==> src/rtl/flp_pkg.sv <==
// ----------------------------------------------------------------------------
// flp_pkg: shared types and constants of the flow lookup and cell segmenter
// Transaction payloads, operation codes and the command and status groups
// between the controller and the datapath.
// ----------------------------------------------------------------------------
package flp_pkg;

    localparam logic [1:0] OP_RULE_WR = 2'd0;
    localparam logic [1:0] OP_FLOW_WR = 2'd1;
    localparam logic [1:0] OP_PACKET  = 2'd2;

    localparam logic [7:0] CPU_PORT_RESET = 8'd254;

    localparam int BYTES_FIELD_MAX = 8191;
    localparam int MAX_CELLS       = 64;
    localparam int RULE_INDEX_SPAN = 32;
    localparam int FLOW_INDEX_SPAN = 16;

    typedef struct packed {
        logic [1:0]  opcode;
        logic [4:0]  entry_index;
        logic        entry_valid;
        logic [7:0]  source_id;
        logic [7:0]  dest_id;
        logic [2:0]  priority_req;
        logic [3:0]  target_flow;
        logic [3:0]  target_queue;
        logic [7:0]  target_port;
        logic [12:0] packet_bytes;
    } in_item_t;

    typedef struct packed {
        logic        to_cpu;
        logic        start_mark;
        logic        end_mark;
        logic [5:0]  cell_seq;
        logic [12:0] valid_bytes;
        logic [3:0]  queue_out;
        logic [7:0]  port_out;
        logic [3:0]  flow_out;
        logic [7:0]  src_out;
        logic [7:0]  dst_out;
        logic [2:0]  pri_out;
    } out_item_t;

    typedef struct packed {
        logic take;
        logic match;
        logic pick;
        logic load;
        logic first;
    } dp_cmd_t;

    typedef struct packed {
        logic pkt_go;
        logic last;
    } dp_status_t;

endpackage

==> src/rtl/flp_ctrl.sv <==
// ----------------------------------------------------------------------------
// flp_ctrl: sequencing controller
// Steps one input transaction through compare, select, cell load and
// delivery of its result transactions.
// ----------------------------------------------------------------------------
module flp_ctrl (
    input  logic               aclk,
    input  logic               aresetn,
    input  logic               s_valid,
    output logic               s_ready,
    output logic               m_valid,
    input  logic               m_ready,
    input  flp_pkg::dp_status_t status,
    output flp_pkg::dp_cmd_t   cmd
);
    import flp_pkg::*;

    typedef enum logic [4:0] {
        ST_IDLE  = 5'b00001,
        ST_MATCH = 5'b00010,
        ST_PICK  = 5'b00100,
        ST_LOAD  = 5'b01000,
        ST_SEND  = 5'b10000
    } state_t;

    state_t state_reg;
    state_t state_next;

    assign s_ready = (state_reg == ST_IDLE);
    assign m_valid = (state_reg == ST_SEND);

    always_comb begin
        state_next = state_reg;
        cmd        = '0;
        case (state_reg)
            ST_IDLE: begin
                cmd.take = s_valid;
                if (s_valid && status.pkt_go) begin
                    state_next = ST_MATCH;
                end
            end
            ST_MATCH: begin
                cmd.match  = 1'b1;
                state_next = ST_PICK;
            end
            ST_PICK: begin
                cmd.pick   = 1'b1;
                state_next = ST_LOAD;
            end
            ST_LOAD: begin
                cmd.load   = 1'b1;
                cmd.first  = 1'b1;
                state_next = ST_SEND;
            end
            ST_SEND: begin
                if (m_ready) begin
                    if (status.last) begin
                        state_next = ST_IDLE;
                    end else begin
                        cmd.load = 1'b1;
                    end
                end
            end
            default: begin
                state_next = ST_IDLE;
            end
        endcase
    end

    always_ff @(posedge aclk) begin
        if (!aresetn) begin
            state_reg <= ST_IDLE;
        end else begin
            state_reg <= state_next;
        end
    end

endmodule

==> src/rtl/flp_datapath.sv <==
// ----------------------------------------------------------------------------
// flp_datapath: tables, key match and cell segmentation
// Holds the rule entries and the flow memory, matches a packet key against
// all rules, and produces one registered result transaction per load.
// ----------------------------------------------------------------------------
module flp_datapath #(
    parameter int CELL_BYTES       = 64,
    parameter int RULE_ENTRIES     = 32,
    parameter int FLOW_ENTRIES     = 16,
    parameter int MAX_PACKET_BYTES = 4096
) (
    input  logic                aclk,
    input  logic                aresetn,
    input  flp_pkg::in_item_t   s_data,
    input  logic                cfg_we,
    input  logic [7:0]          cfg_wdata,
    input  flp_pkg::dp_cmd_t    cmd,
    output flp_pkg::dp_status_t status,
    output flp_pkg::out_item_t  m_data
);
    import flp_pkg::*;

    localparam int RULE_DEPTH = (RULE_ENTRIES < RULE_INDEX_SPAN) ? RULE_ENTRIES
                                                                 : RULE_INDEX_SPAN;
    localparam int FLOW_DEPTH = (FLOW_ENTRIES < FLOW_INDEX_SPAN) ? FLOW_ENTRIES
                                                                 : FLOW_INDEX_SPAN;
    localparam int RA_W = (RULE_DEPTH > 1) ? $clog2(RULE_DEPTH) : 1;
    localparam int FA_W = (FLOW_DEPTH > 1) ? $clog2(FLOW_DEPTH) : 1;
    localparam int LEN_CAP = (MAX_PACKET_BYTES < BYTES_FIELD_MAX) ? MAX_PACKET_BYTES
                                                                  : BYTES_FIELD_MAX;
    localparam int HIT_CAP = (LEN_CAP < CELL_BYTES * MAX_CELLS) ? LEN_CAP
                                                                : CELL_BYTES * MAX_CELLS;
    localparam logic [16:0] LEN_CAP_W = 17'(LEN_CAP);
    localparam logic [12:0] LEN_CAP_V = 13'(LEN_CAP);
    localparam logic [12:0] HIT_CAP_V = 13'(HIT_CAP);
    localparam logic [12:0] CELL_V    = 13'(CELL_BYTES);
    localparam logic [5:0]  RULE_LIM  = 6'(RULE_DEPTH);
    localparam logic [5:0]  FLOW_LIM  = 6'(FLOW_DEPTH);
    localparam logic [4:0]  FLOW_SEL_LIM = 5'(FLOW_DEPTH);

    logic                  rule_valid_reg [RULE_DEPTH];
    logic [18:0]           rule_key_reg   [RULE_DEPTH];
    logic [3:0]            rule_flow_reg  [RULE_DEPTH];
    logic [11:0]           flow_mem       [FLOW_DEPTH];

    logic [7:0]            cpu_port_reg;
    logic [18:0]           key_reg;
    logic [12:0]           len_reg;
    logic [RULE_DEPTH-1:0] match_reg;
    logic                  hit_reg;
    logic [3:0]            flow_reg;
    logic                  flow_ok_reg;
    logic [11:0]           flow_rd_reg;
    logic [12:0]           rest_reg;
    logic [5:0]            seq_reg;
    out_item_t             out_reg;

    logic [18:0]           in_key;
    logic [12:0]           len_sat;
    logic [RA_W-1:0]       pick_idx;
    logic                  pick_hit;
    logic [3:0]            sel_flow;
    logic                  sel_flow_ok;
    logic [12:0]           hit_len;
    logic [12:0]           rest_src;
    logic [5:0]            seq_src;
    logic                  big;
    out_item_t             out_next;

    assign in_key  = {s_data.source_id, s_data.dest_id, s_data.priority_req};
    assign len_sat = ({4'b0, s_data.packet_bytes} > LEN_CAP_W) ? LEN_CAP_V
                                                               : s_data.packet_bytes;

    assign status.pkt_go = (s_data.opcode == OP_PACKET) && (s_data.packet_bytes != 13'd0);
    assign status.last   = out_reg.end_mark;
    assign m_data        = out_reg;

    always_ff @(posedge aclk) begin
        if (!aresetn) begin
            cpu_port_reg <= CPU_PORT_RESET;
        end else if (cfg_we) begin
            cpu_port_reg <= cfg_wdata;
        end
    end

    always_ff @(posedge aclk) begin
        for (int i = 0; i < RULE_DEPTH; i++) begin
            if (!aresetn) begin
                rule_valid_reg[i] <= 1'b0;
            end else if (cmd.take && (s_data.opcode == OP_RULE_WR)
                         && ({1'b0, s_data.entry_index} < RULE_LIM)
                         && (s_data.entry_index[RA_W-1:0] == RA_W'(i))) begin
                rule_valid_reg[i] <= s_data.entry_valid;
            end
        end
    end

    always_ff @(posedge aclk) begin
        for (int i = 0; i < RULE_DEPTH; i++) begin
            if (cmd.take && (s_data.opcode == OP_RULE_WR)
                && ({1'b0, s_data.entry_index} < RULE_LIM)
                && (s_data.entry_index[RA_W-1:0] == RA_W'(i))) begin
                rule_key_reg[i]  <= in_key;
                rule_flow_reg[i] <= s_data.target_flow;
            end
        end
    end

    always_ff @(posedge aclk) begin
        if (cmd.take && (s_data.opcode == OP_FLOW_WR)
            && ({1'b0, s_data.entry_index} < FLOW_LIM)) begin
            flow_mem[s_data.entry_index[FA_W-1:0]] <= {s_data.target_queue,
                                                       s_data.target_port};
        end
        if (cmd.pick) begin
            flow_rd_reg <= flow_mem[sel_flow[FA_W-1:0]];
        end
    end

    always_comb begin
        pick_idx = '0;
        pick_hit = 1'b0;
        for (int i = RULE_DEPTH - 1; i >= 0; i--) begin
            if (match_reg[i]) begin
                pick_idx = RA_W'(i);
                pick_hit = 1'b1;
            end
        end
    end

    assign sel_flow    = rule_flow_reg[pick_idx];
    assign sel_flow_ok = ({1'b0, sel_flow} < FLOW_SEL_LIM);

    assign hit_len  = (len_reg > HIT_CAP_V) ? HIT_CAP_V : len_reg;
    assign rest_src = cmd.first ? (hit_reg ? hit_len : len_reg) : rest_reg;
    assign seq_src  = cmd.first ? 6'd0 : seq_reg;
    assign big      = hit_reg && (rest_src > CELL_V);

    always_comb begin
        out_next.to_cpu      = !hit_reg;
        out_next.start_mark  = (seq_src == 6'd0);
        out_next.end_mark    = !big;
        out_next.cell_seq    = seq_src;
        out_next.valid_bytes = big ? CELL_V : rest_src;
        out_next.queue_out   = (hit_reg && flow_ok_reg) ? flow_rd_reg[11:8] : 4'd0;
        out_next.port_out    = hit_reg ? (flow_ok_reg ? flow_rd_reg[7:0] : 8'd0)
                                       : cpu_port_reg;
        out_next.flow_out    = hit_reg ? flow_reg : 4'd0;
        out_next.src_out     = key_reg[18:11];
        out_next.dst_out     = key_reg[10:3];
        out_next.pri_out     = key_reg[2:0];
    end

    always_ff @(posedge aclk) begin
        if (cmd.take) begin
            key_reg <= in_key;
            len_reg <= len_sat;
        end
        if (cmd.match) begin
            for (int i = 0; i < RULE_DEPTH; i++) begin
                match_reg[i] <= rule_valid_reg[i] && (rule_key_reg[i] == key_reg);
            end
        end
        if (cmd.pick) begin
            hit_reg     <= pick_hit;
            flow_reg    <= sel_flow;
            flow_ok_reg <= sel_flow_ok;
        end
        if (cmd.load) begin
            out_reg  <= out_next;
            rest_reg <= rest_src - CELL_V;
            seq_reg  <= seq_src + 6'd1;
        end
    end

endmodule

==> src/rtl/flow_lookup_packet_to_cell.sv <==
// ----------------------------------------------------------------------------
// flow_lookup_packet_to_cell: exact-match flow lookup and cell segmenter
// Top level joining the sequencing controller and the datapath.
// ----------------------------------------------------------------------------
// The block handles one input transaction at a time. A rule write, a flow
// write, an unused opcode or a zero-length packet is taken while the
// controller stays idle, so the input stays ready. A packet passes these
// steps in order before its first result is shown: acceptance, the parallel
// key compare against all rules, the lowest-match select with the flow
// memory read, and the load of the first cell into the output register.
// After that, one result is delivered per cycle while m_ready is high; a
// packet that misses gives a single result to the CPU port. This behaviour
// follows from the single output register and the controller sequence.
module flow_lookup_packet_to_cell #(
    parameter int CELL_BYTES       = 64,
    parameter int RULE_ENTRIES     = 32,
    parameter int FLOW_ENTRIES     = 16,
    parameter int MAX_PACKET_BYTES = 4096
) (
    input  logic               aclk,
    input  logic               aresetn,
    input  logic               s_valid,
    output logic               s_ready,
    input  flp_pkg::in_item_t  s_data,
    output logic               m_valid,
    input  logic               m_ready,
    output flp_pkg::out_item_t m_data,
    input  logic               cfg_we,
    input  logic [7:0]         cfg_wdata
);
    import flp_pkg::*;

    dp_cmd_t    cmd;
    dp_status_t status;

    flp_ctrl u_ctrl (
        .aclk    (aclk),
        .aresetn (aresetn),
        .s_valid (s_valid),
        .s_ready (s_ready),
        .m_valid (m_valid),
        .m_ready (m_ready),
        .status  (status),
        .cmd     (cmd)
    );

    flp_datapath #(
        .CELL_BYTES       (CELL_BYTES),
        .RULE_ENTRIES     (RULE_ENTRIES),
        .FLOW_ENTRIES     (FLOW_ENTRIES),
        .MAX_PACKET_BYTES (MAX_PACKET_BYTES)
    ) u_datapath (
        .aclk      (aclk),
        .aresetn   (aresetn),
        .s_data    (s_data),
        .cfg_we    (cfg_we),
        .cfg_wdata (cfg_wdata),
        .cmd       (cmd),
        .status    (status),
        .m_data    (m_data)
    );

endmodule

==> config.mk <==
export PLATFORM = sky130hd
export DESIGN_NAME = flow_lookup_packet_to_cell
export DESIGN_NICKNAME = d
export VERILOG_FILES = /design/src/rtl/flp_pkg.sv /design/src/rtl/flp_ctrl.sv /design/src/rtl/flp_datapath.sv /design/src/rtl/flow_lookup_packet_to_cell.sv
export SDC_FILE = /design/constraint.sdc
export NUM_CORES = 1
export LEC_CHECK = 0
export ABC_CLOCK_PERIOD_IN_PS = 10330
export BUFFER_PORTS_ARGS = -buffer_cell sky130_fd_sc_hd__buf_2
export CAP_MARGIN = 20
export CELL_PAD_IN_SITES_DETAIL_PLACEMENT = 1
export CELL_PAD_IN_SITES_GLOBAL_PLACEMENT = 1
export CORE_MARGIN = 2
export CORE_UTILIZATION = 50
export CTS_CLUSTER_SIZE = 30
export DETAILED_ROUTE_END_ITERATION = 8
export PLACE_DENSITY_LB_ADDON = 0.1
export SLEW_MARGIN = 20
export SYNTH_ARGS = -nofsm -noshare
export SYNTH_HDL_FRONTEND = slang
export SYNTH_SLANG_ARGS = --single-unit
==> constraint.sdc <==
create_clock -name aclk -period 10.33 [get_ports aclk]
set_input_delay 2.066 -clock aclk [delete_from_list [all_inputs] [get_ports aclk]]
set_output_delay 2.066 -clock aclk [all_outputs]
set_load 0.02 [all_outputs]
==> impl_metrics.json, run 1 <==
{
  "status": "complete, no violations",
  "die_y_um": 306,
  "pwr-share-comb_pct": 4.9,
  "grt_usage_pct": 27.9,
  "hp-start": "u_datapath.cpu_port_reg[2]",
  "antenna_found_initial": 11,
  "synth_fa_ha_area_share_pct": 0.110,
  "clock_latency_ns": 0.69,
  "min_path_type": "reg -> reg",
  "synth_top_area_share_pct": 73.5,
  "internal_power_w": 0.00758,
  "yosys-top-cells-area": "edfxtp_1, xor2_1, xnor2_1, nor4_1, mux4_2",
  "path_max_fanout": 28,
  "synth_ff_type": "edfxtp_1",
  "p_leak_nw": 16.6,
  "overflow": 0,
  "hold_buffers": 0,
  "grt_pass1_wl_um": 187000,
  "postCtsSetupBuffers": 0,
  "die_area_mm2": 0.0937,
  "syn_nets": 2804,
  "cts_buffer_depth": 3,
  "async_reset_ff_share_pct": 0,
  "yosysSeqAreaShare_pct": 74.1,
  "muxShareOfSynthArea_pct": 3.07,
  "power.share.sequential_pct": 52.6,
  "synth_compound_area_share_pct": 3.30,
  "clock_sinks": 1130,
  "p_switching_w": 0.00209,
  "r2r_cells": 12,
  "synthXorXnorAreaFrac_pct": 11.8,
  "cts_made_buffers": 114,
  "setup_viol_count_final": 0,
  "drt-total-wl_um": 131000,
  "vias_per_cell": 6.02,
  "peakVddDrop_uv": 171,
  "die_w_um": 306,
  "largest_reg_flops": 608,
  "slew_headroom_pct": 19.5,
  "netlist-cell-type-count": 70,
  "rows": 110,
  "rsz0062_at_grt": "false",
  "vias": 25232,
  "end_kind": "flop",
  "worstReg2RegEnd": "u_datapath.flow_rd_reg[5]",
  "first_global_vias": 26827,
  "wl_per_cell_um": 31.2,
  "drive_gt1_share_pct": 16.0,
  "max_slew.worst_pin.slew_ns": 1.21,
  "worstHoldEndpoint": "u_datapath.cpu_port_reg[2]",
  "cts_resized": 0,
  "synth_top_cell_by_area": "edfxtp_1",
  "synth-simple-area-share_pct": 6.16,
  "drv_slew": 0,
  "syn_area_per_cell_um2": 16.7,
  "ys_warn_count": 0,
  "timing.fmax_mhz": 171,
  "cts_tree": "built",
  "synth_top_family_by_area": "XOR/XNOR gates",
  "htree_levels": 3,
  "io_buffers": 127,
  "crit_arrival_ns": 6.35,
  "hold_viol_final": 0,
  "min_delay_path_depth": 2,
  "rrSetupSlack_ns": 4.47,
  "hpwlAfterDp_um": 75500,
  "ys_ff_latch": 1130,
  "route.detailed.drc": 0,
  "fp.coreArea_mm2": 0.0901,
  "dr.pass1.iters": 6,
  "cp-start-kind": "flop",
  "clkPwrFrac_pct": 42.4,
  "drt_iter0_markers": 2823,
  "gp_congestion": 0.889,
  "area_growth_pct": 13.2,
  "p_per_area_mw_per_mm2": 187,
  "period_minus_slack_ns": 5.86,
  "ant_nets": 0,
  "critPathKind": "reg -> reg",
  "fin_setup_tns_ns": 0,
  "synth_edf_count": 1116,
  "netlist_instances": 2731,
  "required_ns": 10.82,
  "path_clk_slew_ns": 0.06,
  "fin_hold_ws_ns": 0.489,
  "fin_skew_ns": 0.0162,
  "cap_viol_max_count": 0,
  "startpoint": "u_datapath.match_reg[15]",
  "grt_max_degree": 54,
  "fin_crit_sh_pct": 56.7,
  "swShare_pct": 21.6,
  "nNetsFinal": 2994,
  "pin_count": 128,
  "cts_root_buffer": "clkbuf_16",
  "initial_core_util_pct": 50.6,
  "reg2reg_from": "u_datapath.match_reg[15]",
  "syn-cell-area_mm2": 0.0456
}
[area by class of cell]
| type | instances | area [µm²] |
|---|---|---|
| tap | 1176 | 1470 |
| inverter | 19 | 71.3 |
| timing repair buffer | 211 | 1270 |
| multi-input combinational | 1445 | 11300 |
| fill | 8116 | 38500 |
| clock buffer | 150 | 3090 |
| antenna | 3 | 7.51 |
| sequential | 1130 | 33800 |
| clock inverter | 59 | 572 |
[per-layer routing]
layer	global-route usage (%)	share of wire, %	up-vias
met5	0	0.011	-
met4	9.18	3.0	2
met3	4.68	7.1	217
met2	47.0	49	952
met1	37.2	41	13290
li1	-	-	10771
[critical path, cell delays in order (launching register included)]
cell      delay (ns)
edfxtp_1        0.44
or4_1           0.62
a21oi_1         0.27
nor2_1          0.15
nor2_1          0.78
a211oi_1        0.20
a311o_1         0.36
a32oi_1         0.59
nand2_1         0.80
inv_2           0.75
a222oi_1        0.16
a22o_1          0.28
nor3_1          0.26
[Yosys cell counts, drive strengths merged, types with 3 or more instances]
cell type and count:
a211oi 5, a21boi 3, a21oi 16, a221oi 5, a222oi 25, a22o 16, a22oi 35, and2 25
and3 4, buf 71, clkbuf 66, dfxtp 14, edfxtp 1116, ha 4, inv 19, mux2 36
mux2i 46, mux4 22, nand2 43, nand2b 10, nand3 49, nand3b 4, nand4 68, nor2 88
nor2b 23, nor3 79, nor4 109, o211ai 6, o21ai 57, o221a 9, or4 10, xnor2 228
xor2 389
[power groups by stage]
| stage | clock network (W) | logic, W | registers (W) |
|---|---|---|---|
| 6_report | 0.00410 | 0.000477 | 0.00509 |
| 5_1_grt | 0.00432 | 0.000505 | 0.00509 |
| 4_1_cts | 0.00415 | 0.000481 | 0.00509 |
| 3_5_place_dp | 0 | 0.000477 | 0.00519 |
| 3_3_place_gp | 0 | 0.000458 | 0.00519 |
| 2_1_floorplan | 0 | 0.000253 | 0.00517 |
[per-stage QoR]
| step | cell area, µm² | instances | setup WS, ns | total power [W] | util [%] |
|---|---|---|---|---|---|
| final | 51600 | 4193 | 4.47 | 0.00967 | 57.3 |
| after detailed placement | 47900 | 3981 | 4.61 | 0.00567 | 53.2 |
| after global routing | 51600 | 4191 | 4.12 | 0.00992 | 57.2 |
| after CTS | 51600 | 4190 | 4.59 | 0.00972 | 57.2 |
| after global placement | 47900 | 3980 | 4.93 | 0.00565 | 53.2 |
| after floorplan | 45600 | 2731 | 2.27 | 0.00542 | - |
[cell usage in the layout (no fill, tap or decap), types with 15 or more instances in the layout]
| master | Yosys | layout |
|---|---|---|
| and2_1 | 23 | 23 |
| mux2_2 | 15 | 15 |
| clkbuf_1 | 66 | 31 |
| clkinv_1 | 0 | 26 |
| mux2i_1 | 46 | 46 |
| clkbuf_16 | 0 | 119 |
| nor2b_1 | 23 | 23 |
| a22oi_1 | 35 | 35 |
| xor2_1 | 389 | 389 |
| nor2_2 | 0 | 41 |
| nor3_1 | 79 | 79 |
| nor2_1 | 88 | 46 |
| xnor2_1 | 228 | 228 |
| buf_2 | 15 | 126 |
| a222oi_1 | 25 | 25 |
| nand4_1 | 68 | 68 |
| o21ai_0 | 54 | 53 |
| nand3_1 | 49 | 49 |
| nand2_1 | 43 | 42 |
| buf_4 | 5 | 84 |
| clkinv_2 | 0 | 18 |
| a22o_1 | 16 | 16 |
| edfxtp_1 | 1116 | 1116 |
| inv_1 | 17 | 17 |
| nor4_1 | 108 | 108 |
| mux4_2 | 22 | 22 |
[cells by family (layout without fill, tap and decap cells)]
| group | count (synthesis) | count (layout) |
|---|---|---|
| flops | 1130 | 1130 |
| fa+ha+maj | 4 | 4 |
| simple gates | 520 | 520 |
| mux | 104 | 104 |
| xor+xnor | 617 | 617 |
| compound gates | 200 | 200 |
| buf+inv | 156 | 439 |
| other cells | 0 | 3 |
[worst max path at each step]
| stage | end | slack (ns) | depth (start not counted) |
|---|---|---|---|
| floorplan | u_datapath.m_data[0] | 2.27 | 2 |
| global placement | u_datapath.flow_rd_reg[10] | 4.93 | 12 |
| detailed placement | u_datapath.flow_rd_reg[5] | 4.61 | 12 |
| CTS | u_datapath.flow_rd_reg[5] | 4.59 | 12 |
| global route | u_datapath.flow_rd_reg[5] | 4.12 | 12 |
| finish | u_datapath.flow_rd_reg[5] | 4.47 | 12 |
Note: power is estimated with default switching activity, not from simulation.
==> inputs of run 2 (changes only) <==
- ABC_CLOCK_PERIOD_IN_PS: 10330 -> 6100
- clock period: 10.33 -> 6.1 ns (I/O delays scaled with it)
==> run 2 against run 1 <==
Die area unchanged. Via count increased by 1.1%. First-iteration DRC count decreased by 7.9%. Cell count increased by 0.41%. Largest cell class unchanged. Largest power group unchanged.
==> impl_metrics.json, run 2 (same netlist as run 1, synthesis figures left out) <==
{
  "status": "complete, no violations",
  "ant_nets": 0,
  "overflow": 0,
  "cts_tree": "built",
  "cts_made_buffers": 116,
  "peakVddDrop_uv": 238,
  "cts_buffer_depth": 3,
  "timing.fmax_mhz": 184,
  "dp_slack_ns": 0.762,
  "grt_pass1_wl_um": 189000,
  "r2r_cells": 13,
  "post-place-cells": 3993,
  "instances_no_fill": 4210,
  "fillCellCount": 8104,
  "period_minus_slack_ns": 5.43,
  "layout_commonest_cell": "edfxtp_1",
  "vias_per_cell": 6.06,
  "vias": 25500,
  "drive_gt1_share_pct": 16.4,
  "route.detailed.drc": 0,
  "die_y_um": 306,
  "rsz0062_at_grt": "false",
  "cap_viol_max_count": 0,
  "grt_usage_pct": 28.1,
  "io_buffers": 127,
  "gp_congestion": 0.861,
  "cp-start-kind": "flop",
  "fin_setup_tns_ns": 0,
  "fin_crit_sh_pct": 89.1,
  "path_max_fanout": 32,
  "slew_headroom_pct": 17.5,
  "fin_area_mm2": 0.0518,
  "pin_count": 128,
  "drt_iter0_markers": 2599,
  "die_area_mm2": 0.0937,
  "path_clk_slew_ns": 0.07,
  "drv_slew": 0,
  "place_area_mm2": 0.0481,
  "fp.coreArea_mm2": 0.0901,
  "area_growth_pct": 13.5,
  "rows": 110,
  "first_global_vias": 26556,
  "cts_root_buffer": "clkbuf_16",
  "drt-total-wl_um": 131000,
  "end_kind": "flop",
  "largest_reg_flops": 608,
  "max_slew.worst_pin.slew_ns": 1.24,
  "hpwlAfterDp_um": 77100,
  "clock_latency_ns": 0.72,
  "clock_sinks": 1130,
  "antenna_found_initial": 4,
  "setup_viol_count_final": 0,
  "hold_buffers": 0,
  "p_leak_nw": 16.7,
  "postCtsSetupBuffers": 0,
  "min_path_type": "reg -> reg",
  "critPathKind": "reg -> reg",
  "nNetsFinal": 3009,
  "wl_per_cell_um": 31.0,
  "final_core_util_pct": 57.5,
  "required_ns": 6.63,
  "p_per_area_mw_per_mm2": 316,
  "crit_arrival_ns": 5.96,
  "layout_common_cells": "edfxtp_1, xor2_1, xnor2_1",
  "initial_core_util_pct": 50.6,
  "grt_max_degree": 55,
  "die_w_um": 306,
  "htree_levels": 3,
  "hold_viol_final": 0,
  "fin_skew_ns": 0.0225,
  "min_delay_path_depth": 2,
  "dr.pass1.iters": 6,
  "cts_resized": 0,
  "setup_slack_ns": 0.668
}
==> run 2: worst paths after layout <==
path / from / endpoint / slack (ns)
max: u_datapath.match_reg[18] / u_datapath.flow_rd_reg[5] / 0.67
min: u_datapath.cpu_port_reg[4] / u_datapath.cpu_port_reg[4] / 0.48
max reg2reg: u_datapath.match_reg[18] / u_datapath.flow_rd_reg[5] / 0.67
min reg2reg: u_datapath.cpu_port_reg[4] / u_datapath.cpu_port_reg[4] / 0.48
==> run 2: final cells by class <==
class                      count  area [µm²]  area share, %
clock buffer                 138        2990           5.76
inverter                      19        71.3          0.138
multi-input combinational   1445       11300           21.9
sequential                  1130       33800           65.2
timing repair buffer         224        1420           2.74
tap                         1176        1470           2.84
antenna                        1        2.50        0.00483
clock inverter                77         709           1.37
==> run 2: where the power goes <==
part | total [W] | switching [W] | leakage (nW) | internal (W)
Clock | 0.00694 | 0.00299 | 1.80 | 0.00395
Combinational | 0.000829 | 0.000592 | 4.75 | 0.000237
Sequential | 0.00862 | 0.0000440 | 10.2 | 0.00857
==> run 2: critical path, cell delays in order, from the launching register on <==
cell and delay, ns:
edfxtp_1 0.44, nor4_1 0.55, nand4_1 0.23, o22ai_2 0.83, mux4_2 0.61, nand2_1 0.11, a21oi_2 0.08, o41ai_4 0.59
inv_2 0.12, a21oi_4 0.76, buf_4 0.37, a22o_1 0.18, nor3_1 0.06, nor3_1 0.27
==> run 2: per-stage QoR <==
| step | hold slack (ns) | total power (W) |
|---|---|---|
| after floorplan | 0.424 | 0.00918 |
| after global placement | 0.453 | 0.00958 |
| after detailed placement | 0.462 | 0.00961 |
| after CTS | 0.479 | 0.0165 |
| after global routing | 0.518 | 0.0168 |
| final | 0.478 | 0.0164 |
==> run 2: metal layers <==
metal / track usage (%) / part of all wire, % / up-vias
met5: 0 / 0 / -
met4: 7.88 / 2.5 / 0
met3: 3.32 / 5.9 / 194
met2: 47.2 / 50 / 944
met1: 38.8 / 42 / 13545
li1: - / - / 10817
